File: src/rfp_pkg.sv
package rfp_pkg;

  localparam int LEN_W   = 24;
  localparam int CNT_W   = $clog2(LEN_W + 1);
  localparam int MP_W    = 16;
  localparam int CHUNK_W = 16;
  localparam int TS_W    = 32;
  localparam int NAL_W   = 24;

  localparam logic [MP_W-1:0] MP_RESET       = 16'd1200;
  localparam logic [MP_W-1:0] MP_MIN         = 16'd3;
  localparam logic [MP_W-1:0] FU_OVERHEAD    = 16'd2;
  localparam logic [4:0]      FUA_TYPE       = 5'd28;
  localparam logic [4:0]      FIRST_BAD_TYPE = 5'd24;

  // what one accepted request means for the unit in progress
  typedef enum logic [2:0] {
    CLS_DROP,
    CLS_REJECT,
    CLS_SINGLE_HDR,
    CLS_SINGLE_DATA,
    CLS_FU_HDR,
    CLS_FU_DATA,
    CLS_FU_CHUNK
  } cls_t;

  typedef enum logic [2:0] {
    EMIT_REJECT,
    EMIT_SINGLE_HDR,
    EMIT_SINGLE_DATA,
    EMIT_IND,
    EMIT_FU_HDR,
    EMIT_FU_DATA
  } emit_t;

  typedef struct packed {
    logic  take;
    logic  div_start;
    logic  emit;
    emit_t emit_sel;
    logic  wr_frag;
    logic  wr_chunk;
  } ctrl_cmd_t;

  typedef struct packed {
    cls_t cls;
    logic div_done;
    logic out_free;
  } dp_status_t;

endpackage

File: src/rfp_div.sv
module rfp_div import rfp_pkg::*; (
  input  logic             clk,
  input  logic             rst,
  input  logic             start,
  input  logic [LEN_W-1:0] num,
  input  logic [LEN_W-1:0] den,
  output logic             done,
  output logic [LEN_W-1:0] quo_ceil
);

  logic             busy;
  logic [CNT_W-1:0] cnt;
  logic [LEN_W-1:0] rem;
  logic [LEN_W-1:0] quo;
  logic [LEN_W-1:0] den_q;
  logic [LEN_W:0]   rem_sh;
  logic             fits;
  logic [LEN_W:0]   rem_sub;

  // restoring division, one quotient bit per cycle
  assign rem_sh  = {rem, quo[LEN_W-1]};
  assign fits    = rem_sh >= {1'b0, den_q};
  assign rem_sub = rem_sh - {1'b0, den_q};

  assign quo_ceil = quo + LEN_W'(rem != '0);

  always_ff @(posedge clk) begin
    if (rst) begin
      busy <= 1'b0;
      done <= 1'b0;
      cnt  <= '0;
    end else begin
      done <= !start && busy && (cnt == CNT_W'(1));
      if (start) begin
        busy <= 1'b1;
        cnt  <= CNT_W'(LEN_W);
      end else if (busy) begin
        cnt <= cnt - 1'b1;
        if (cnt == CNT_W'(1)) begin
          busy <= 1'b0;
        end
      end
    end
  end

  always_ff @(posedge clk) begin
    if (start) begin
      rem   <= '0;
      quo   <= num;
      den_q <= den;
    end else if (busy) begin
      rem <= fits ? LEN_W'(rem_sub) : LEN_W'(rem_sh);
      quo <= {quo[LEN_W-2:0], fits};
    end
  end

endmodule

File: src/rfp_datapath.sv
module rfp_datapath import rfp_pkg::*; (
  input  logic             clk,
  input  logic             rst,
  input  logic             cfg_wr_en,
  input  logic [MP_W-1:0]  cfg_wr_data,
  input  logic [7:0]       data_byte,
  input  logic             first_of_nal,
  input  logic [NAL_W-1:0] nal_length,
  input  logic             frame_end,
  input  logic [TS_W-1:0]  timestamp_in,
  output logic             out_valid,
  input  logic             out_stall,
  output logic [7:0]       out_byte,
  output logic             packet_start,
  output logic             packet_end,
  output logic             marker_bit,
  output logic [TS_W-1:0]  timestamp_out,
  output logic             status,
  output logic             last_of_item,
  input  ctrl_cmd_t        cmd,
  output dp_status_t       sts
);

  typedef enum logic [1:0] {
    MODE_IDLE,
    MODE_SINGLE,
    MODE_FUA
  } mode_t;

  logic [MP_W-1:0]    max_payload;
  mode_t              unit_mode;
  logic [7:0]         saved_header;
  logic [LEN_W-1:0]   payload_left;
  logic [LEN_W-1:0]   fragments_left;
  logic [CHUNK_W-1:0] chunk_left;
  logic               first_fragment;
  logic               saved_frame_end;
  logic [TS_W-1:0]    saved_timestamp;
  logic [7:0]         byte_q;

  logic [MP_W-1:0]    mp_eff;
  logic [LEN_W-1:0]   len;
  logic               hdr_bad;
  logic               fits_single;
  logic [LEN_W-1:0]   frag_eff;
  logic               last_frag;
  logic               marker;
  logic [LEN_W-1:0]   pl_dec;
  logic [LEN_W-1:0]   pl_sat;
  logic [CHUNK_W-1:0] chunk_dec;
  logic [LEN_W-1:0]   frag_dec;
  logic [7:0]         byte_cur;
  cls_t               cls;

  logic               div_done;
  logic [LEN_W-1:0]   div_num;
  logic [LEN_W-1:0]   div_den;
  logic [LEN_W-1:0]   div_res;

  logic [7:0]         r_byte;
  logic               r_start;
  logic               r_end;
  logic               r_marker;
  logic [TS_W-1:0]    r_ts;
  logic               r_status;
  logic               r_last;

  assign mp_eff      = (max_payload < MP_MIN) ? MP_MIN : max_payload;
  assign len         = LEN_W'(nal_length);
  assign hdr_bad     = (len <= LEN_W'(1)) || data_byte[7] || (data_byte[4:0] >= FIRST_BAD_TYPE);
  assign fits_single = len <= LEN_W'(mp_eff);
  assign frag_eff    = (fragments_left == '0) ? LEN_W'(1) : fragments_left;
  assign last_frag   = frag_eff == LEN_W'(1);
  assign marker      = saved_frame_end & last_frag;
  assign pl_dec      = payload_left - 1'b1;
  assign pl_sat      = (payload_left == '0) ? '0 : pl_dec;
  assign chunk_dec   = chunk_left - 1'b1;
  assign frag_dec    = frag_eff - 1'b1;
  assign byte_cur    = cmd.take ? data_byte : byte_q;

  always_comb begin
    cls = CLS_DROP;
    if (first_of_nal) begin
      if (hdr_bad) begin
        cls = CLS_REJECT;
      end else if (fits_single) begin
        cls = CLS_SINGLE_HDR;
      end else begin
        cls = CLS_FU_HDR;
      end
    end else begin
      unique case (unit_mode)
        MODE_SINGLE: cls = CLS_SINGLE_DATA;
        MODE_FUA:    cls = (chunk_left == '0) ? CLS_FU_CHUNK : CLS_FU_DATA;
        default:     cls = CLS_DROP;
      endcase
    end
  end

  assign sts.cls      = cls;
  assign sts.div_done = div_done;
  assign sts.out_free = !out_valid || !out_stall;

  // fragment count on a header, chunk size at the start of each fragment
  assign div_num = (cls == CLS_FU_HDR) ? (len - 1'b1) : payload_left;
  assign div_den = (cls == CLS_FU_HDR) ? LEN_W'(mp_eff - FU_OVERHEAD) : frag_eff;

  rfp_div u_div (
    .clk      (clk),
    .rst      (rst),
    .start    (cmd.div_start),
    .num      (div_num),
    .den      (div_den),
    .done     (div_done),
    .quo_ceil (div_res)
  );

  always_comb begin
    r_byte   = byte_cur;
    r_start  = 1'b0;
    r_end    = 1'b0;
    r_marker = marker;
    r_ts     = saved_timestamp;
    r_status = 1'b0;
    r_last   = 1'b0;
    unique case (cmd.emit_sel)
      EMIT_REJECT: begin
        r_byte   = '0;
        r_marker = 1'b0;
        r_ts     = timestamp_in;
        r_status = 1'b1;
        r_last   = 1'b1;
      end
      EMIT_SINGLE_HDR: begin
        r_start  = 1'b1;
        r_marker = frame_end;
        r_ts     = timestamp_in;
        r_last   = 1'b1;
      end
      EMIT_SINGLE_DATA: begin
        r_end    = pl_dec == '0;
        r_marker = saved_frame_end;
        r_last   = 1'b1;
      end
      EMIT_IND: begin
        r_byte  = {saved_header[7:5], FUA_TYPE};
        r_start = 1'b1;
      end
      EMIT_FU_HDR: begin
        r_byte = {first_fragment, last_frag, 1'b0, saved_header[4:0]};
      end
      EMIT_FU_DATA: begin
        r_end  = chunk_dec == '0;
        r_last = 1'b1;
      end
      default: begin
        r_byte = byte_cur;
      end
    endcase
  end

  always_ff @(posedge clk) begin
    if (rst) begin
      max_payload <= MP_RESET;
    end else if (cfg_wr_en) begin
      max_payload <= cfg_wr_data;
    end
  end

  always_ff @(posedge clk) begin
    if (rst) begin
      unit_mode       <= MODE_IDLE;
      saved_header    <= '0;
      payload_left    <= '0;
      fragments_left  <= '0;
      chunk_left      <= '0;
      first_fragment  <= 1'b0;
      saved_frame_end <= 1'b0;
      saved_timestamp <= '0;
    end else begin
      if (cmd.take) begin
        unique case (cls)
          CLS_REJECT: begin
            unit_mode <= MODE_IDLE;
          end
          CLS_SINGLE_HDR, CLS_FU_HDR: begin
            saved_header    <= data_byte;
            saved_frame_end <= frame_end;
            saved_timestamp <= timestamp_in;
            payload_left    <= len - 1'b1;
            chunk_left      <= '0;
            if (cls == CLS_SINGLE_HDR) begin
              unit_mode      <= MODE_SINGLE;
              fragments_left <= '0;
              first_fragment <= 1'b0;
            end else begin
              unit_mode      <= MODE_FUA;
              first_fragment <= 1'b1;
            end
          end
          CLS_FU_CHUNK: begin
            fragments_left <= frag_eff;
          end
          default: begin
          end
        endcase
      end
      if (cmd.emit) begin
        unique case (cmd.emit_sel)
          EMIT_SINGLE_DATA: begin
            payload_left <= pl_dec;
            if (pl_dec == '0) begin
              unit_mode <= MODE_IDLE;
            end
          end
          EMIT_FU_HDR: begin
            first_fragment <= 1'b0;
          end
          EMIT_FU_DATA: begin
            chunk_left   <= chunk_dec;
            payload_left <= pl_sat;
            if (chunk_dec == '0) begin
              fragments_left <= (pl_sat == '0) ? '0 : frag_dec;
              if (frag_dec == '0 || pl_sat == '0) begin
                unit_mode <= MODE_IDLE;
              end
            end
          end
          default: begin
          end
        endcase
      end
      if (cmd.wr_frag) begin
        fragments_left <= div_res;
      end
      if (cmd.wr_chunk) begin
        // chunk never exceeds the fragment payload size, so it fits
        chunk_left <= (div_res == '0) ? CHUNK_W'(1) : CHUNK_W'(div_res);
      end
    end
  end

  always_ff @(posedge clk) begin
    if (cmd.take) begin
      byte_q <= data_byte;
    end
  end

  always_ff @(posedge clk) begin
    if (rst) begin
      out_valid <= 1'b0;
    end else if (cmd.emit) begin
      out_valid <= 1'b1;
    end else if (!out_stall) begin
      out_valid <= 1'b0;
    end
  end

  always_ff @(posedge clk) begin
    if (cmd.emit) begin
      out_byte      <= r_byte;
      packet_start  <= r_start;
      packet_end    <= r_end;
      marker_bit    <= r_marker;
      timestamp_out <= r_ts;
      status        <= r_status;
      last_of_item  <= r_last;
    end
  end

endmodule

File: src/rfp_ctrl.sv
module rfp_ctrl import rfp_pkg::*; (
  input  logic       clk,
  input  logic       rst,
  input  logic       in_valid,
  output logic       in_stall,
  input  dp_status_t sts,
  output ctrl_cmd_t  cmd
);

  typedef enum logic [5:0] {
    S_IN        = 6'b000001,
    S_DIV_FRAG  = 6'b000010,
    S_DIV_CHUNK = 6'b000100,
    S_IND       = 6'b001000,
    S_FU_HDR    = 6'b010000,
    S_DATA      = 6'b100000
  } state_t;

  state_t state;
  state_t state_next;
  logic   take;

  assign take     = (state == S_IN) && in_valid && sts.out_free;
  assign in_stall = !((state == S_IN) && sts.out_free);

  always_comb begin
    state_next    = state;
    cmd.take      = take;
    cmd.div_start = 1'b0;
    cmd.emit      = 1'b0;
    cmd.emit_sel  = EMIT_FU_DATA;
    cmd.wr_frag   = 1'b0;
    cmd.wr_chunk  = 1'b0;
    unique case (state)
      S_IN: begin
        if (take) begin
          unique case (sts.cls)
            CLS_REJECT: begin
              cmd.emit     = 1'b1;
              cmd.emit_sel = EMIT_REJECT;
            end
            CLS_SINGLE_HDR: begin
              cmd.emit     = 1'b1;
              cmd.emit_sel = EMIT_SINGLE_HDR;
            end
            CLS_SINGLE_DATA: begin
              cmd.emit     = 1'b1;
              cmd.emit_sel = EMIT_SINGLE_DATA;
            end
            CLS_FU_DATA: begin
              cmd.emit     = 1'b1;
              cmd.emit_sel = EMIT_FU_DATA;
            end
            CLS_FU_HDR: begin
              cmd.div_start = 1'b1;
              state_next    = S_DIV_FRAG;
            end
            CLS_FU_CHUNK: begin
              cmd.div_start = 1'b1;
              state_next    = S_DIV_CHUNK;
            end
            default: begin
            end
          endcase
        end
      end
      S_DIV_FRAG: begin
        if (sts.div_done) begin
          cmd.wr_frag = 1'b1;
          state_next  = S_IN;
        end
      end
      S_DIV_CHUNK: begin
        if (sts.div_done) begin
          cmd.wr_chunk = 1'b1;
          state_next   = S_IND;
        end
      end
      S_IND: begin
        if (sts.out_free) begin
          cmd.emit     = 1'b1;
          cmd.emit_sel = EMIT_IND;
          state_next   = S_FU_HDR;
        end
      end
      S_FU_HDR: begin
        if (sts.out_free) begin
          cmd.emit     = 1'b1;
          cmd.emit_sel = EMIT_FU_HDR;
          state_next   = S_DATA;
        end
      end
      S_DATA: begin
        if (sts.out_free) begin
          cmd.emit     = 1'b1;
          cmd.emit_sel = EMIT_FU_DATA;
          state_next   = S_IN;
        end
      end
      default: begin
        state_next = S_IN;
      end
    endcase
  end

  always_ff @(posedge clk) begin
    if (rst) begin
      state <= S_IN;
    end else begin
      state <= state_next;
    end
  end

  // a division result only shows up while the sequencer waits for it
  a_done_in_div: assert property (@(posedge clk) disable iff (rst)
    sts.div_done |-> (state == S_DIV_FRAG || state == S_DIV_CHUNK))
    else $error("divider finished outside a divide state");

  a_start_waits: assert property (@(posedge clk) disable iff (rst)
    cmd.div_start |=> (state == S_DIV_FRAG || state == S_DIV_CHUNK))
    else $error("divider started but sequencer not waiting");

  a_emit_free: assert property (@(posedge clk) disable iff (rst)
    cmd.emit |-> sts.out_free)
    else $error("output register overwritten while held");

  a_chunk_seq: assert property (@(posedge clk) disable iff (rst)
    (state == S_IND && cmd.emit) |=> (state == S_FU_HDR) ##1 (state == S_FU_HDR || state == S_DATA))
    else $error("fu-a header sequence broken");

endmodule

File: src/h264_rtp_fua_packetizer.sv
// h264 rtp packetizer, single nal unit and fu-a modes.
// input channel: one nal byte per request (in_valid / in_stall); the header
//   byte carries first_of_nal, nal_length, frame_end and timestamp_in.
// output channel: one payload byte or reject status per request
//   (out_valid / out_stall), with packet_start / packet_end framing.
// config: cfg_wr_en / cfg_wr_data writes max_payload; the user must write it
//   only while the block is idle, the block itself does not enforce it.
// throughput: while the receiver does not stall, a byte that gives a single
//   result (single-packet bytes, fu-a bytes inside a fragment, rejected
//   headers) is taken every cycle and shows on the output in the cycle after
//   it is accepted.
// a fu-a header byte holds the input while the serial divider works out the
//   fragment count; the first byte of every fragment holds it while the same
//   divider works out the chunk size, then indicator, fu header and data byte
//   leave in that order. dropped bytes (no unit open) give nothing.
// reset (rst, synchronous) empties the output register, closes any open
//   unit and loads max_payload with 1200.
// when the receiver stalls, the result stays in the output register and
//   in_stall rises until it is taken; nothing is lost.
module h264_rtp_fua_packetizer import rfp_pkg::*; (
  input  logic             clk,
  input  logic             rst,
  input  logic             cfg_wr_en,
  input  logic [MP_W-1:0]  cfg_wr_data,
  input  logic             in_valid,
  output logic             in_stall,
  input  logic [7:0]       data_byte,
  input  logic             first_of_nal,
  input  logic [NAL_W-1:0] nal_length,
  input  logic             frame_end,
  input  logic [TS_W-1:0]  timestamp_in,
  output logic             out_valid,
  input  logic             out_stall,
  output logic [7:0]       out_byte,
  output logic             packet_start,
  output logic             packet_end,
  output logic             marker_bit,
  output logic [TS_W-1:0]  timestamp_out,
  output logic             status,
  output logic             last_of_item
);

  ctrl_cmd_t  cmd;
  dp_status_t sts;

  rfp_ctrl u_ctrl (
    .clk      (clk),
    .rst      (rst),
    .in_valid (in_valid),
    .in_stall (in_stall),
    .sts      (sts),
    .cmd      (cmd)
  );

  rfp_datapath u_datapath (
    .clk           (clk),
    .rst           (rst),
    .cfg_wr_en     (cfg_wr_en),
    .cfg_wr_data   (cfg_wr_data),
    .data_byte     (data_byte),
    .first_of_nal  (first_of_nal),
    .nal_length    (nal_length),
    .frame_end     (frame_end),
    .timestamp_in  (timestamp_in),
    .out_valid     (out_valid),
    .out_stall     (out_stall),
    .out_byte      (out_byte),
    .packet_start  (packet_start),
    .packet_end    (packet_end),
    .marker_bit    (marker_bit),
    .timestamp_out (timestamp_out),
    .status        (status),
    .last_of_item  (last_of_item),
    .cmd           (cmd),
    .sts           (sts)
  );

endmodule

File: config.mk
export PLATFORM = sky130hd
export DESIGN_NAME = h264_rtp_fua_packetizer
export DESIGN_NICKNAME = d
export VERILOG_FILES = /design/src/rfp_pkg.sv /design/src/rfp_div.sv /design/src/rfp_datapath.sv /design/src/rfp_ctrl.sv /design/src/h264_rtp_fua_packetizer.sv
export SDC_FILE = /design/constraint.sdc
export NUM_CORES = 1
export LEC_CHECK = 0
export BUFFER_PORTS_ARGS = -buffer_cell sky130_fd_sc_hd__buf_2
export CELL_PAD_IN_SITES_DETAIL_PLACEMENT = 1
export CELL_PAD_IN_SITES_GLOBAL_PLACEMENT = 2
export CORE_ASPECT_RATIO = 1.5
export CORE_MARGIN = 3
export CORE_UTILIZATION = 35
export CTS_CLUSTER_DIAMETER = 100
export CTS_CLUSTER_SIZE = 40
export DETAILED_ROUTE_END_ITERATION = 16
export HOLD_SLACK_MARGIN = 0.06
export PLACE_DENSITY_LB_ADDON = 0.1
export SYNTH_ARGS = -nofsm -noshare
export SYNTH_HDL_FRONTEND = slang
export SYNTH_HIERARCHICAL = 1
export SYNTH_SLANG_ARGS = --single-unit
File: constraint.sdc
create_clock -name clk -period 11 [get_ports clk]
set_input_delay 0.55 -clock clk [delete_from_list [all_inputs] [get_ports clk]]
set_output_delay 0.55 -clock clk [all_outputs]
set_load 0.05 [all_outputs]
==> results.md <==
- Status: finished, final reports clean
- Layout cells sized above 1: around 15%
- CP arrival: 6.93 ns
- Hold Slack: 0.2367 ns
- Htree depth: 1
- DRC errors left: 0
- Drt via density: 5.650
- Post-synth ARST share: 0%
- Commonest non-fill, non-tap cells in the layout: nand2_1 (200), dfxtp_1 (170), nor2_1 (139)
- Final #Nets: between 2,000 and 2,500
- Clock sinks: 263
- RSZ-0062 raised after global routing: no
- GRT Residual Overflow: 0
- Gpl congestion: approximately 0.85
- Worst EP required: 11.43 ns
- Horiz. Die Dim: 182.3 µm
- Clock Tree Root: clkbuf_16
- Leak: about 6.8 nW
- Core area: 45,880 µm²
- Drt first pass iters: 4
- Pin count of the biggest net entering global routing: 65
- Final min period: 6.496 ns
- Vias in the first global route: roughly 15,000
- Area Growth Syn to Fin: 9.502%
- Synth Instances: about 1,900
- Drt wl/cell: 22.43 µm
- Setup bufs post-CTS: 0
- Starting Density: 35.56%
- Ys flop type: dfxtp_1
- Crit start category: flip-flop
- Vias post-DR: ~14,000
- Post-CTS resize count: 0
- Maximum vdd drop: 0.0001549 V
- Post-synthesis average cell area: approximately 8.7 µm²
- Die ar.: 49,300 µm²
- Antenna violations before repair: 2
- Max_cap viols: 0
- Clk pin slew, worst setup/hold paths: 0.15 ns
- Seq/Total Area, Yosys: 37.98%
- Slowest CP cell: or4_1
- Seq cells post-synth: about 260
- Cts bufs inserted: 12
- HP Class: input pin to flip-flop
- CP max stage delay: 0.56 ns
- Clock Tree Buf Depth: 3
- # port buffers: 133
- Post-synth EDFFs: 93
- CTS tree: built
- Final hold vios: 0
- Met2 GRT Util: 45.83%
- Yosys warning total: 6
- Non-filler cells, final: 2,532
- Die span in y: 270.4 µm
- Slew margin rel.: 33.33%
- Top-area cell type share of the netlist area: 20.86%
- Hold_buf cts: 0
- Util after Layout: 38.94%
- Pwr/cell area: about 210 nW/µm²
- Final Power: 3.833 mW
- GRT Max-Usage Layer: met2
- Mapped Nets: 2,029
- WS Path Type: flip-flop to flip-flop
- Netlist cell types: 93
- Post-Route Setup TNS: 0 ns
- Final setup viols: 0
- Placed cell count: approximately 2,500
- CP Cell Sequence: or4_1, nor4_1, and4_1, nor2_1, ha_1, nor2b_1, o211ai_1, nor4bb_1, o31a_1, o31a_1, inv_1, or3b_1, a211o_1, inv_1, nor2_1, nand2_1, nor2_1, buf_4, nand4_4, nor3_4, a21oi_1, a221oi_2
- Iter 0 DRT Violations: ~570
- Cell Area, Synth: 16,320 µm²
- Commonest non-fill, non-tap cell in the layout: nand2_1
- Number of top-level design ports: 134
- Clk_lat worst skew: 0.54 ns
- Final ANT Viol Nets: 0
- Worst Tran Pin Value: 0.9990 ns
- Final Max Slew Viols: 0
- Tcrit/Tclk final: between 50% and 60%
- Drt total wl: 56,790 µm
- First-pass GRT wire length: ~90,000 µm
- Met3 Use GR: roughly 2.3%
- CP max FO: 26
- Most used cell, CP: nor2_1
- Core Rows: 96
- Largest cells by area after synthesis: dfxtp_1 (21%), edfxtp_1 (17%), nand2_1 (4.6%)
- CP top delay family: simple AND/OR/NAND/NOR gates
- Met1 Track Usage GR: 24.97%
- Worst Clk Skew: 0.04044 ns
- Crit path buffers/inverters: 3
- Global Route Usage Sum: between 20% and 30%
- HPWL after detailed placement: 44,130 µm
- Worst setup EP type: flip-flop
- Fmax: about 0.15 GHz
- Post-synth top area cell: dfxtp_1
kinds of logic after synthesis:
| kind of cell | Yosys count | share of synthesized area (%) |
|---|---|---|
| and+or+nand+nor | 671 | 20.91 |
| AOI/OAI and AO/OA | 468 | 18.94 |
| DFF | 263 | 37.98 |
| buffers and inverters | 221 | 5.529 |
| xor gates and xnor gates | 106 | 5.690 |
| muxes | 97 | 6.457 |
| adders and majority gates | 58 | 4.494 |
cells in the mapped netlist, types with 17 or more instances:
master    number
a211oi_1      31
a21oi_1      118
a31oi_1       19
clkbuf_1      89
dfxtp_1      170
edfxtp_1      93
ha_1          57
inv_1        102
mux2_2        66
mux2i_1       31
nand2_1      201
nand3_1       54
nand4_1       20
nor2_1       140
nor3_1        58
nor4_1        45
o211ai_1      17
o21ai_0      124
o31ai_1       18
or3_1         20
or4_1         19
xnor2_1       71
xor2_1        35
metal layers:
metal	part of all wire (%)	wire [µm]
met1	38	21410
met2	57	32280
met3	2.8	1579
met5	0	0
met4	2.7	1517
sequential cells by signal, indices dropped and copies added, names as in the netlist, 2 cells and up:
signal                      flops
u_datapath/byte_q               8
u_datapath/unit_mode            2
u_datapath/payload_left        24
u_datapath/timestamp_out       32
u_datapath/out_byte             8
u_datapath/u_div/rem           24
u_datapath/max_payload         16
u_datapath/fragments_left      24
u_datapath/u_div/cnt            5
u_datapath/u_div/den_q         24
u_datapath/saved_timestamp     32
u_datapath/u_div/quo           24
u_datapath/chunk_left          16
u_datapath/saved_header         8
u_ctrl/state                    6
cell type report:
type	count	area, µm²
tap	588	735.7
antenna	1	2.502
fill	5481	28020
clock buffer	16	357.8
multi-input combinational	1400	9253
timing repair buffer	158	855.8
sequential	263	6196
inverter	102	382.9
clock inverter	4	82.58
worst reg2reg max path, delay by kind of cell, from the launching register on:
family | cells | cell delay, ns
AND/OR/NAND/NOR | 12 | 3.55
AO/OA/AOI/OAI | 6 | 1.64
buffers and inverters | 3 | 0.54
flip-flops | 1 | 0.37
adder cells (fa/ha/maj) | 1 | 0.30
worst paths after layout:
check | startpoint | slack (ns) | cells past startpoint | endpoint
worst min-delay path | timestamp_in[0] | 0.24 | 3 | u_datapath/saved_timestamp[0]
worst max-delay path | u_datapath/max_payload[7] | 4.50 | 22 | u_datapath/fragments_left[5]
worst max register to register | u_datapath/max_payload[7] | 4.50 | 22 | u_datapath/fragments_left[5]
worst min register to register | u_datapath/saved_timestamp[1] | 0.47 | 2 | u_datapath/saved_timestamp[1]
report_power, final:
| group | switching (mW) | total, mW | internal, mW | leakage, nW |
|---|---|---|---|---|
| Combinational | 1.18 | 1.87 | 0.690 | 4.29 |
| Clock | 0.362 | 0.613 | 0.250 | 0.210 |
| Sequential | 0.176 | 1.35 | 1.18 | 2.26 |
| Total | 1.71 | 3.83 | 2.12 | 6.76 |
metrics by stage:
stage / setup slack [ns] / cell area [µm²]
final: 4.504 / 17870
after global routing: 3.909 / 17860
after CTS: 4.519 / 17860
after detailed placement: 4.580 / 17420
after global placement: 4.766 / 17420
after floorplan: 2.660 / 16320
No activity file was read; power rests on OpenSTA's default activity.
